<file path="src/sv/cbs_pkg.sv">
package cbs_pkg;

   // Field widths
   localparam int VOLT_W   = 16;
   localparam int MASK_W   = 12;
   localparam int QCNT_W   = 4;
   localparam int CCOUNT_W = 4;
   localparam int MAXDIS_W = 4;

   // Configuration port
   localparam int CSR_IDX_W  = 3;
   localparam int CSR_DATA_W = 16;

   localparam logic [CSR_IDX_W-1:0] CSR_CELL_COUNT      = 3'd0;
   localparam logic [CSR_IDX_W-1:0] CSR_BALANCE_VOLTAGE = 3'd1;
   localparam logic [CSR_IDX_W-1:0] CSR_DIFF_VOLTAGE    = 3'd2;
   localparam logic [CSR_IDX_W-1:0] CSR_ALWAYS_BALANCE  = 3'd3;
   localparam logic [CSR_IDX_W-1:0] CSR_MAX_DISCHARGING = 3'd4;

   // Register reset values
   localparam logic [CCOUNT_W-1:0] RST_CELL_COUNT      = 4'd12;
   localparam logic [VOLT_W-1:0]   RST_BALANCE_VOLTAGE = 16'd4150;
   localparam logic [VOLT_W-1:0]   RST_DIFF_VOLTAGE    = 16'd10;
   localparam logic                RST_ALWAYS_BALANCE  = 1'b0;
   localparam logic [MAXDIS_W-1:0] RST_MAX_DISCHARGING = 4'd5;

   // Lowest-cell reference starts here and never exceeds it
   localparam logic [VOLT_W-1:0] LOWEST_CAP = 16'd60000;

   // Reported count saturates here
   localparam logic [QCNT_W-1:0] QCNT_MAX = 4'd15;

   localparam int CELL_SLOTS_DEF = 12;

   // Datapath operations
   localparam int OP_W = 3;
   localparam logic [OP_W-1:0] OP_NOP  = 3'd0;
   localparam logic [OP_W-1:0] OP_INIT = 3'd1;
   localparam logic [OP_W-1:0] OP_MIN  = 3'd2;
   localparam logic [OP_W-1:0] OP_QUAL = 3'd3;
   localparam logic [OP_W-1:0] OP_RANK = 3'd4;

   typedef struct packed {
      logic [CCOUNT_W-1:0] cell_count;
      logic [VOLT_W-1:0]   balance_voltage;
      logic [VOLT_W-1:0]   diff_voltage;
      logic                always_balance;
      logic [MAXDIS_W-1:0] max_discharging;
   } cfg_type;

   // op and rank_end are registered and act in the next cycle, with the memory read data;
   // publish acts in the cycle it is issued
   typedef struct packed {
      logic [OP_W-1:0] op;
      logic            rank_end;
      logic            publish;
   } cmd_type;

endpackage

</file>
<file path="src/sv/cbs_csr.sv">
module cbs_csr
   import cbs_pkg::*;
(
   input  logic                  clock,
   input  logic                  reset,
   input  logic                  csr_write,
   input  logic [CSR_IDX_W-1:0]  csr_index,
   input  logic [CSR_DATA_W-1:0] csr_wdata,
   output cfg_type               cfg
);

   cfg_type cfg_ff, cfg_in;

   // Decode register writes; unknown indexes are dropped
   always_comb begin
      cfg_in = cfg_ff;
      if (csr_write) begin
         unique case (csr_index)
            CSR_CELL_COUNT:      cfg_in.cell_count      = csr_wdata[CCOUNT_W-1:0];
            CSR_BALANCE_VOLTAGE: cfg_in.balance_voltage = csr_wdata[VOLT_W-1:0];
            CSR_DIFF_VOLTAGE:    cfg_in.diff_voltage    = csr_wdata[VOLT_W-1:0];
            CSR_ALWAYS_BALANCE:  cfg_in.always_balance  = csr_wdata[0];
            CSR_MAX_DISCHARGING: cfg_in.max_discharging = csr_wdata[MAXDIS_W-1:0];
            default:             cfg_in = cfg_ff;
         endcase
      end
   end

   always_ff @(posedge clock) begin
      if (reset) begin
         cfg_ff.cell_count      <= RST_CELL_COUNT;
         cfg_ff.balance_voltage <= RST_BALANCE_VOLTAGE;
         cfg_ff.diff_voltage    <= RST_DIFF_VOLTAGE;
         cfg_ff.always_balance  <= RST_ALWAYS_BALANCE;
         cfg_ff.max_discharging <= RST_MAX_DISCHARGING;
      end else begin
         cfg_ff <= cfg_in;
      end
   end

   assign cfg = cfg_ff;

endmodule

</file>
<file path="src/sv/cbs_dp.sv">
module cbs_dp
   import cbs_pkg::*;
#(
   parameter int CELL_SLOTS = CELL_SLOTS_DEF,
   parameter int IDX_W      = (CELL_SLOTS > 1) ? $clog2(CELL_SLOTS) : 1,
   parameter int CNT_W      = $clog2(CELL_SLOTS + 1)
) (
   input  logic              clock,
   input  logic              reset,
   input  cfg_type           cfg,
   input  cmd_type           cmd,
   input  logic [IDX_W-1:0]  addr_i,
   input  logic [IDX_W-1:0]  addr_j,
   input  logic              wr_en,
   input  logic [IDX_W-1:0]  wr_addr,
   input  logic [VOLT_W-1:0] wr_data,
   output logic [MASK_W-1:0] rsp_discharge_mask,
   output logic [QCNT_W-1:0] rsp_qualifying_count,
   output logic              rsp_request_5v
);

   // Cell voltage memory: one write port, two registered read ports
   logic [VOLT_W-1:0] mem_ff [CELL_SLOTS];
   logic [VOLT_W-1:0] rd_a_ff, rd_b_ff;

   // Command delayed to line up with the read data
   logic [OP_W-1:0]  op_ff;
   logic             rank_end_ff;
   logic [IDX_W-1:0] ci_ff, cj_ff;

   // Working state
   logic [VOLT_W-1:0]     lowest_ff, lowest_in;
   logic [CELL_SLOTS-1:0] qual_ff, qual_in;
   logic [CELL_SLOTS-1:0] mask_ff, mask_in;
   logic [CNT_W-1:0]      count_ff, count_in;
   logic [CNT_W-1:0]      ahead_ff, ahead_in;

   // Result registers
   logic [MASK_W-1:0] out_mask_ff, out_mask_in;
   logic [QCNT_W-1:0] out_count_ff, out_count_in;

   logic              qual_now;
   logic              rank_inc;
   logic [CNT_W-1:0]  ahead_next;
   logic [VOLT_W:0]   qual_floor;

   always_ff @(posedge clock) begin
      if (wr_en) begin
         mem_ff[wr_addr] <= wr_data;
      end
      rd_a_ff <= mem_ff[addr_i];
      rd_b_ff <= mem_ff[addr_j];
   end

   always_ff @(posedge clock) begin
      if (reset) begin
         op_ff <= OP_NOP;
      end else begin
         op_ff <= cmd.op;
      end
      rank_end_ff <= cmd.rank_end;
      ci_ff       <= addr_i;
      cj_ff       <= addr_j;
   end

   // Qualify against balance voltage and lowest cell plus allowed difference
   assign qual_floor = {1'b0, lowest_ff} + {1'b0, cfg.diff_voltage};
   assign qual_now   = (rd_a_ff >= cfg.balance_voltage) &&
                       ({1'b0, rd_a_ff} > qual_floor);

   // Cell j ranks ahead of cell i when higher, or equal with lower index
   assign rank_inc = qual_ff[ci_ff] && qual_ff[cj_ff] && (ci_ff != cj_ff) &&
                     ((rd_b_ff > rd_a_ff) || ((rd_b_ff == rd_a_ff) && (cj_ff < ci_ff)));
   assign ahead_next = ahead_ff + CNT_W'(rank_inc);

   always_comb begin
      lowest_in = lowest_ff;
      qual_in   = qual_ff;
      mask_in   = mask_ff;
      count_in  = count_ff;
      ahead_in  = ahead_ff;
      unique case (op_ff)
         OP_NOP: begin
         end
         OP_INIT: begin
            lowest_in = LOWEST_CAP;
            qual_in   = '0;
            mask_in   = '0;
            count_in  = '0;
            ahead_in  = '0;
         end
         OP_MIN: begin
            if (rd_a_ff < lowest_ff) begin
               lowest_in = rd_a_ff;
            end
         end
         OP_QUAL: begin
            qual_in[ci_ff] = qual_now;
            count_in       = count_ff + CNT_W'(qual_now);
         end
         OP_RANK: begin
            ahead_in = ahead_next;
            if (rank_end_ff) begin
               ahead_in = '0;
               if (qual_ff[ci_ff] && (32'(ahead_next) < 32'(cfg.max_discharging))) begin
                  mask_in[ci_ff] = 1'b1;
               end
            end
         end
         default: begin
         end
      endcase
   end

   always_ff @(posedge clock) begin
      lowest_ff <= lowest_in;
      qual_ff   <= qual_in;
      mask_ff   <= mask_in;
      count_ff  <= count_in;
      ahead_ff  <= ahead_in;
   end

   // Map the working mask onto the fixed-width result; extra cells drop out
   logic [MASK_W-1:0] mask_wide;
   for (genvar k = 0; k < MASK_W; k++) begin : g_mask
      if (k < CELL_SLOTS) begin : g_on
         assign mask_wide[k] = mask_ff[k];
      end else begin : g_off
         assign mask_wide[k] = 1'b0;
      end
   end

   // Load result registers on publish
   always_comb begin
      out_mask_in  = out_mask_ff;
      out_count_in = out_count_ff;
      if (cmd.publish) begin
         out_mask_in  = mask_wide;
         out_count_in = (32'(count_ff) > 32'(QCNT_MAX)) ? QCNT_MAX : QCNT_W'(count_ff);
      end
   end

   always_ff @(posedge clock) begin
      out_mask_ff  <= out_mask_in;
      out_count_ff <= out_count_in;
   end

   assign rsp_discharge_mask   = out_mask_ff;
   assign rsp_qualifying_count = out_count_ff;
   assign rsp_request_5v       = (out_count_ff != '0);

endmodule

</file>
<file path="src/sv/cbs_ctrl.sv">
module cbs_ctrl
   import cbs_pkg::*;
#(
   parameter int CELL_SLOTS = CELL_SLOTS_DEF,
   parameter int IDX_W      = (CELL_SLOTS > 1) ? $clog2(CELL_SLOTS) : 1,
   parameter int CNT_W      = $clog2(CELL_SLOTS + 1)
) (
   input  logic             clock,
   input  logic             reset,
   input  cfg_type          cfg,
   input  logic             req_valid,
   output logic             req_stall,
   input  logic             req_charging_active,
   input  logic             req_last_cell,
   output logic             rsp_valid,
   input  logic             rsp_stall,
   output cmd_type          cmd,
   output logic [IDX_W-1:0] addr_i,
   output logic [IDX_W-1:0] addr_j,
   output logic             wr_en,
   output logic [IDX_W-1:0] wr_addr
);

   localparam logic [2:0] S_LOAD  = 3'd0;
   localparam logic [2:0] S_INIT  = 3'd1;
   localparam logic [2:0] S_MIN   = 3'd2;
   localparam logic [2:0] S_QUAL  = 3'd3;
   localparam logic [2:0] S_RANK  = 3'd4;
   localparam logic [2:0] S_DRAIN = 3'd5;
   localparam logic [2:0] S_PUB   = 3'd6;

   logic [2:0]       state_ff, state_in;
   logic [IDX_W-1:0] ptr_i_ff, ptr_i_in;
   logic [IDX_W-1:0] ptr_j_ff, ptr_j_in;
   logic [CNT_W-1:0] load_idx_ff, load_idx_in;
   logic             charging_ff, charging_in;
   logic             rsp_valid_ff, rsp_valid_in;

   logic             req_take;
   logic [CNT_W-1:0] n_cells;
   logic             i_last, j_last;

   // Clamp cell count to the store depth
   assign n_cells = (32'(cfg.cell_count) > CELL_SLOTS) ? CNT_W'(CELL_SLOTS)
                                                       : CNT_W'(cfg.cell_count);
   assign i_last  = (CNT_W'(ptr_i_ff) == n_cells - CNT_W'(1));
   assign j_last  = (CNT_W'(ptr_j_ff) == n_cells - CNT_W'(1));

   assign req_stall = (state_ff != S_LOAD);
   assign req_take  = req_valid && !req_stall;

   // Store the voltage while the store has room
   assign wr_en   = req_take && (32'(load_idx_ff) < CELL_SLOTS);
   assign wr_addr = load_idx_ff[IDX_W-1:0];

   assign addr_i = ptr_i_ff;
   assign addr_j = ptr_j_ff;

   always_comb begin
      state_in     = state_ff;
      ptr_i_in     = ptr_i_ff;
      ptr_j_in     = ptr_j_ff;
      load_idx_in  = load_idx_ff;
      charging_in  = charging_ff;
      rsp_valid_in = rsp_valid_ff;
      cmd.op       = OP_NOP;
      cmd.rank_end = 1'b0;
      cmd.publish  = 1'b0;

      // Drop the result once taken
      if (rsp_valid_ff && !rsp_stall) begin
         rsp_valid_in = 1'b0;
      end

      unique case (state_ff)
         S_LOAD: begin
            if (req_take) begin
               if (req_last_cell) begin
                  load_idx_in = '0;
                  charging_in = req_charging_active;
                  state_in    = S_INIT;
               end else if (wr_en) begin
                  load_idx_in = load_idx_ff + CNT_W'(1);
               end
            end
         end
         S_INIT: begin
            cmd.op   = OP_INIT;
            ptr_i_in = '0;
            ptr_j_in = '0;
            if ((charging_ff || cfg.always_balance) && (n_cells != '0)) begin
               state_in = S_MIN;
            end else begin
               state_in = S_DRAIN;
            end
         end
         S_MIN: begin
            cmd.op = OP_MIN;
            if (i_last) begin
               ptr_i_in = '0;
               state_in = S_QUAL;
            end else begin
               ptr_i_in = ptr_i_ff + IDX_W'(1);
            end
         end
         S_QUAL: begin
            cmd.op = OP_QUAL;
            if (i_last) begin
               ptr_i_in = '0;
               state_in = S_RANK;
            end else begin
               ptr_i_in = ptr_i_ff + IDX_W'(1);
            end
         end
         S_RANK: begin
            cmd.op       = OP_RANK;
            cmd.rank_end = j_last;
            if (j_last) begin
               ptr_j_in = '0;
               if (i_last) begin
                  ptr_i_in = '0;
                  state_in = S_DRAIN;
               end else begin
                  ptr_i_in = ptr_i_ff + IDX_W'(1);
               end
            end else begin
               ptr_j_in = ptr_j_ff + IDX_W'(1);
            end
         end
         S_DRAIN: begin
            // Let the last datapath step settle
            state_in = S_PUB;
         end
         S_PUB: begin
            if (!rsp_valid_ff || !rsp_stall) begin
               cmd.publish  = 1'b1;
               rsp_valid_in = 1'b1;
               state_in     = S_LOAD;
            end
         end
         default: begin
            state_in = S_LOAD;
         end
      endcase
   end

   always_ff @(posedge clock) begin
      if (reset) begin
         state_ff     <= S_LOAD;
         ptr_i_ff     <= '0;
         ptr_j_ff     <= '0;
         load_idx_ff  <= '0;
         charging_ff  <= 1'b0;
         rsp_valid_ff <= 1'b0;
      end else begin
         state_ff     <= state_in;
         ptr_i_ff     <= ptr_i_in;
         ptr_j_ff     <= ptr_j_in;
         load_idx_ff  <= load_idx_in;
         charging_ff  <= charging_in;
         rsp_valid_ff <= rsp_valid_in;
      end
   end

   assign rsp_valid = rsp_valid_ff;

endmodule

</file>
<file path="src/sv/cell_balance_selector_core.sv">
// Passive cell balancing selector.
// Request channel (req_*): one cell voltage per item, in cell order; the item
// with req_last_cell set ends the scan and carries the charging flag.
// Voltages load at one item per cycle. After the last item the request side
// stalls while the pack is evaluated: lowest-cell search, qualify pass and a
// pairwise ranking pass over the clamped cell count through the two-read-port
// cell memory; the passes are skipped when balancing is off or the cell count
// is zero. Loading of the next scan resumes as soon as the result is in the
// output register.
// Response channel (rsp_*): one item per scan holding the discharge mask, the
// qualifying cell count and the 5V request. A stalled result holds; a later
// result waits in the evaluator until the output register frees up.
// Configuration (csr_*): write-only registers, to be written by the user only
// while the block is idle; the block itself does not enforce this.
// Reset is synchronous: registers return to their defaults, the load index
// returns to cell zero and no result is pending.
module cell_balance_selector_core
   import cbs_pkg::*;
#(
   parameter int CELL_SLOTS = CELL_SLOTS_DEF
) (
   input  logic                  clock,
   input  logic                  reset,
   input  logic                  csr_write,
   input  logic [CSR_IDX_W-1:0]  csr_index,
   input  logic [CSR_DATA_W-1:0] csr_wdata,
   input  logic                  req_valid,
   output logic                  req_stall,
   input  logic [VOLT_W-1:0]     req_cell_voltage,
   input  logic                  req_charging_active,
   input  logic                  req_last_cell,
   output logic                  rsp_valid,
   input  logic                  rsp_stall,
   output logic [MASK_W-1:0]     rsp_discharge_mask,
   output logic [QCNT_W-1:0]     rsp_qualifying_count,
   output logic                  rsp_request_5v
);

   localparam int IDX_W = (CELL_SLOTS > 1) ? $clog2(CELL_SLOTS) : 1;
   localparam int CNT_W = $clog2(CELL_SLOTS + 1);

   cfg_type          cfg;
   cmd_type          cmd;
   logic [IDX_W-1:0] addr_i, addr_j, wr_addr;
   logic             wr_en;

   cbs_csr u_csr (
      .clock     (clock),
      .reset     (reset),
      .csr_write (csr_write),
      .csr_index (csr_index),
      .csr_wdata (csr_wdata),
      .cfg       (cfg)
   );

   cbs_ctrl #(
      .CELL_SLOTS (CELL_SLOTS),
      .IDX_W      (IDX_W),
      .CNT_W      (CNT_W)
   ) u_ctrl (
      .clock               (clock),
      .reset               (reset),
      .cfg                 (cfg),
      .req_valid           (req_valid),
      .req_stall           (req_stall),
      .req_charging_active (req_charging_active),
      .req_last_cell       (req_last_cell),
      .rsp_valid           (rsp_valid),
      .rsp_stall           (rsp_stall),
      .cmd                 (cmd),
      .addr_i              (addr_i),
      .addr_j              (addr_j),
      .wr_en               (wr_en),
      .wr_addr             (wr_addr)
   );

   cbs_dp #(
      .CELL_SLOTS (CELL_SLOTS),
      .IDX_W      (IDX_W),
      .CNT_W      (CNT_W)
   ) u_dp (
      .clock                (clock),
      .reset                (reset),
      .cfg                  (cfg),
      .cmd                  (cmd),
      .addr_i               (addr_i),
      .addr_j               (addr_j),
      .wr_en                (wr_en),
      .wr_addr              (wr_addr),
      .wr_data              (req_cell_voltage),
      .rsp_discharge_mask   (rsp_discharge_mask),
      .rsp_qualifying_count (rsp_qualifying_count),
      .rsp_request_5v       (rsp_request_5v)
   );

endmodule

</file>
<file path="config.mk">
export PLATFORM = sky130hd
export DESIGN_NAME = cell_balance_selector_core
export DESIGN_NICKNAME = d
export VERILOG_FILES = /design/src/sv/cbs_pkg.sv /design/src/sv/cbs_csr.sv /design/src/sv/cbs_dp.sv /design/src/sv/cbs_ctrl.sv /design/src/sv/cell_balance_selector_core.sv
export SDC_FILE = /design/constraint.sdc
export NUM_CORES = 1
export LEC_CHECK = 0
export BUFFER_PORTS_ARGS = -buffer_cell sky130_fd_sc_hd__buf_2
export CAP_MARGIN = 20
export CORE_MARGIN = 3
export CORE_UTILIZATION = 30
export DETAILED_ROUTE_END_ITERATION = 8
export SYNTH_ARGS = -nofsm -noshare
export SYNTH_HDL_FRONTEND = slang
export SYNTH_SLANG_ARGS = --single-unit
</file>
<file path="constraint.sdc">
create_clock -name clock -period 14.2 [get_ports clock]
set_input_delay 2.84 -clock clock [delete_from_list [all_inputs] [get_ports clock]]
set_output_delay 2.84 -clock clock [all_outputs]
set_load 0.02 [all_outputs]
</file>
; After elaboration in Yosys (flattened, before gate mapping)
; Memory sizes are Yosys's and may differ from the RTL's. A register that Yosys moved wholly into a read port is not among the register bits.
; Cells that the tools add are included.
[op_classes]
addsub = 7
order_cmp = 11
eq_ne = 28
mux = 41
bitwise = 1
reduce_logical = 40
[op_table]
columns = cell, count
row1 = $pmux 12 s2, 2
row2 = $pmux 16 s2, 1
row3 = $mux 4, 7
row4 = $mux 12, 2
row5 = $mux 3, 8
row6 = $pmux 4 s2, 3
row7 = $pmux 3 s7, 1
row8 = $eq 3x2->1 const B, 6
row9 = $ne 2x1->1 const B, 9
row10 = $add 16x16->17, 1
row11 = $gt 16x17->1, 1
row12 = $eq 16x16->1, 1
row13 = $ge 16x16->1, 1
row14 = $gt 16x16->1, 1
row15 = $lt 16x16->1, 1
row16 = $mux 16, 1
row17 = $eq 3x3->1 const B, 5
row18 = $reduce_and 2->1, 7
row19 = $add 4x1->4 const B, 3
row20 = $bwmux 12, 1
row21 = $or 12x12->12, 1
row22 = $pmux 3 s4, 1
row23 = $pmux 4 s3, 1
row24 = $logic_and 1x1->1, 11
row25 = other kinds (23), 52
[totals]
ff_bits = 134
ram_bits = 192
in_bits = 42
memories = 1
[memory_table]
columns = memory, words, word_bits, read_ports, rd_ports_with_merged_regs, write_ports, line_no
row1 = u_dp.mem_ff, 12, 16, 2, 2, 1, cbs_dp.sv:23  ; logic [VOLT_W-1:0] mem_ff [CELL_SLOTS];

; Depth between registers and ports, before layout
[depth]
word_depth = 11
mapped_depth = 21
ltp_nobuf = 20

; Modules after synthesis
; Synthesis repeated with hierarchy kept, for this count alone.
[unflattened]
hier_cells = 1331
hier_area_um2 = 17890.9
[modules_own_cells]
columns = mod, n_inst, cells_per_inst, area_per_inst_um2, seq_area_each_um2
row1 = cbs_dp, 1, 1021, 15015.7, 8568.2
row2 = cbs_csr, 1, 166, 1715.4, 820.8
row3 = cbs_ctrl, 1, 144, 1159.9, 340.3

; Worst setup path before layout
; OpenSTA, ideal clock, no wires.
[synth_path]
path_kind = register to register
startpoint = register u_dp.lowest_ff[0]
endpoint = register u_dp.count_ff[1] (data pin)
t_arrival_ns = 4.196
path_slack_ns = 9.749
path_stages_with_launch = 20
path_buffers = 1
cell_sequence = edfxtp_1 > ha_1 > fa_1 > a211oi_2 > or4_1 > o211ai_2 > a2111oi_0 > o21bai_1 > a21oi_1 > xor2_1 > ha_1 > nand3_1 > a2111oi_0 > nor4_1 > or4b_4 > buf_6 > inv_1 > ha_1 > ha_1 > and3_1
[synth_between]
elab_chain_cells = 5
[synth_rtl]
columns = element, line_no
row1 = start: declaration, cbs_dp.sv:32  ; logic [VOLT_W-1:0] lowest_ff, lowest_in;
row2 = start signal: assignment, cbs_dp.sv:116  ; lowest_ff <= lowest_in;
row3 = $add 16x16->17, cbs_dp.sv:67  ; assign qual_floor = {1'b0, lowest_ff} + {1'b0, cfg.diff_voltage};
row4 = $gt 16x17->1, cbs_dp.sv:69  ; ({1'b0, rd_a_ff} > qual_floor);
row5 = $logic_and 1x1->1, cbs_dp.sv:68  ; assign qual_now = (rd_a_ff >= cfg.balance_voltage) &&
row6 = $add 4x1->4, cbs_dp.sv:99  ; count_in = count_ff + CNT_W'(qual_now);
row7 = $pmux 4 s2, cbs_dp.sv:82  ; unique case (op_ff)
row8 = end signal: assignment, cbs_dp.sv:119  ; count_ff <= count_in;
row9 = end: declaration, cbs_dp.sv:35  ; logic [CNT_W-1:0] count_ff, count_in;
; No other way between the ends.
; A chain may end at the register's enable or synchronous reset.

; Worst setup path after layout
; Same ends and word-level chain as after synthesis.

==> impl_metrics.json <==
{
  "switching_power_uw": 911.7,
  "antenna_cells": 0,
  "pwr-share-comb_pct": 23.3,
  "wl_met1_mm": 18.26,
  "cts_buffers": 40,
  "required_ps": 14510,
  "grt_overflow": 0,
  "crit_chain": "ha_1 -> fa_1 -> a211oi_2 -> or4_1 -> o211ai_2 -> a2111oi_0 -> o21bai_1 -> a21oi_1 -> xor2_1 -> ha_1 -> nand3_1 -> or3_1 -> o311ai_0 -> or4b_4 -> inv_1 -> ha_1 -> ha_1 -> and3_1",
  "tightest_slew_ps": 1118,
  "drtIter0Drc": 806,
  "yosys.area.top_type": "edfxtp_1",
  "final_cells": 2177,
  "async_reset_ff_share_pct": 0,
  "die_w_um": 247.7,
  "port_buffers": 60,
  "dpl.cell_count": 2099,
  "core_um2": 57040,
  "max_freq_ghz": 0.2074,
  "remaining_drc_errors": 0,
  "ios": 61,
  "htreeDepth": 2,
  "slew_headroom_pct": 25.46,
  "start_util_pct": 30.72,
  "num_rows": 87,
  "dieArea_um2": 61350,
  "synth_flop_cell": "edfxtp_1",
  "num_vias": 10900,
  "grt_first_pass_wirelength_mm": 62.27,
  "tritoncts": "yes",
  "hold_buffers": 0,
  "clockBufferDepth": 3,
  "p_clk_share_pct": 33.5,
  "synth-seq-area-share_pct": 55.52,
  "route.met2.wl_mm": 18.64,
  "mostFrequentLayoutCell": "edfxtp_1",
  "synth_area_per_cell_um2": 13.11,
  "status": "finished clean",
  "synth_cell_types": 68,
  "avgRoutedWirePerCell_um": 18.30,
  "die_y_um": 247.7,
  "dr.pass1.iters": 7,
  "final_max_slew_viol_count": 0,
  "grt_util_all_layers_pct": 13.09,
  "cts_root_buf": "clkbuf_16",
  "synth-edff-count": 256,
  "fin_worst_skew_ps": 22.04,
  "p_leak_uw": 0.006976,
  "tns_ps": 0,
  "synth_top_area_share_pct": 43.87,
  "ir_drop_v": 0.00009934,
  "cts_setup_buffers": 0,
  "final_cell_mix": "edfxtp_1, nand2_1, mux4_2, ha_1, dfxtp_1",
  "fillers": 5485,
  "cp_max_fo": 13,
  "syn_inst": 1337,
  "power_uw": 3051,
  "setup_violations": 0,
  "dp.final_hpwl_mm": 27.69,
  "drive_above_1_share_pct": 18.44,
  "worst_slack_ps": 9378,
  "grt_pass1_vias": 11120,
  "synth.net_count": 1477,
  "intPower_uw": 2139,
  "antenna_found_initial": 0,
  "max_stage_delay_ps": 440,
  "rsz0062_at_grt": "no",
  "yosys_warnings": 0,
  "slowest_stage": "fa_1",
  "max_cap_violations": 0,
  "grt_max_degree": 55,
  "cts.repair.resized": 0,
  "crit_top_cell": "ha_1",
  "routabilityCongestion": 0.8114,
  "wl_met3_mm": 2.042,
  "insertion_delay_ps": 570,
  "routed_via_density": 5.009,
  "synth_area_um2": 17520,
  "cp-end-kind": "flop",
  "hold_class": "flop to flop",
  "min_period_ps": 4822,
  "nNetsFinal": 1529,
  "path_clk_slew_ps": 60,
  "sequentialPowerShare_pct": 43.2,
  "highest_layer": "met4",
  "hold_viol_final": 0,
  "ant_nets": 0,
  "pre_cts_ws_ps": 9224,
  "wirelength_mm": 39.84,
  "p_per_area_nw_per_um2": 152.3,
  "yosys-top-cells-area": "edfxtp_1, mux4_2, dfxtp_1",
  "swShare_pct": 29.88,
  "syn_to_final_growth_pct": 14.34,
  "crit_type": "flop to flop",
  "fin_crit_sh_pct": 33.96,
  "arrival_ps": 5130,
  "cts.sinks": 358,
  "start_kind": "flop",
  "ys_seq_elements": 358
}
through the flow:
step	area [µm²]	hold WS (ps)	util, %
after global placement	18590	443.7	32.59
after global routing	20040	472.2	35.13
after CTS	19940	458.7	34.96
final	20040	459.8	35.13
after floorplan	17520	325.8	-
after detailed placement	18620	444.4	32.65
Yosys cell counts, drive strengths merged (6+ instances only):
| cell type | number |
|---|---|
| edfxtp | 256 |
| o21ai | 65 |
| o211ai | 8 |
| clkbuf | 47 |
| o31ai | 12 |
| xor2 | 13 |
| nor3b | 11 |
| inv | 77 |
| nor2 | 65 |
| nand3 | 33 |
| nor2b | 9 |
| a21o | 14 |
| xnor2 | 10 |
| a211oi | 6 |
| nand2b | 10 |
| nand2 | 139 |
| dfxtp | 102 |
| and2 | 25 |
| and3 | 6 |
| buf | 18 |
| nor3 | 12 |
| mux4 | 102 |
| mux2i | 42 |
| a21oi | 81 |
| nand4 | 14 |
| ha | 97 |
critical path, delay by kind of cell, from the launching register on:
family	cells	cell delay, ps
AOI/OAI and AO/OA	6	1480
adders and majority gates	5	1420
and+or+nand+nor	5	1130
DFF	1	380
xor gates and xnor gates	1	90
buffers and inverters	1	70
metal layers:
layer  up-vias  GRT usage (%)
met5         -              0
met4         0          3.742
met3        55          2.679
met2       214          21.62
met1      5477          17.47
li1       5158              -
power by group through the flow:
stage                     logic, µW  clock network (µW)  registers (µW)
after global routing            800                1090            1330
after floorplan                 530                   0            1290
final                           710                1020            1320
after detailed placement        704                   0            1340
after global placement          685                   0            1340
after CTS                       708                1050            1320
cells by family (layout without fill, tap and decap cells):
family / Yosys count / in the layout / share of synthesized area (%)
mux: 144 / 144 / 15.51
simple gates: 346 / 346 / 9.367
flops: 358 / 358 / 55.52
fa+ha+maj: 98 / 98 / 7.040
xor+xnor: 24 / 24 / 1.278
compound gates: 225 / 225 / 8.111
buf+inv: 142 / 226 / 3.177
registers in the layout, indices dropped and copies added (netlist names), 12 cells and up:
name and cells:
u_dp.mask_ff 12, u_dp.lowest_ff 16, u_dp.mem_ff 192, u_dp.rd_b_ff 16, u_dp.rsp_discharge_mask 12, u_dp.qual_ff 12
u_dp.rd_a_ff 16, u_csr.cfg 41
layout make-up:
cell class	instances	area [µm²]	area share, %
inverters	77	289.0	1.442
flip-flops and latches	358	9742	48.62
multi-input cells	837	7242	36.14
repair buffers	75	500.5	2.498
clock inverters	21	246.5	1.230
well taps	756	945.9	4.721
clock buffers	53	1071	5.345
worst paths after layout:
check                                        from               end  slack, ps  cells after the start
worst max-delay path            u_dp.lowest_ff[0]  u_dp.count_ff[1]       9380                     18
worst min-delay path                u_csr.cfg[34]     u_csr.cfg[34]        460                      2
worst max register to register  u_dp.lowest_ff[0]  u_dp.count_ff[1]       9380                     18
worst min register to register      u_csr.cfg[34]     u_csr.cfg[34]        460                      2
Note: power is estimated with default switching activity, not from simulation.
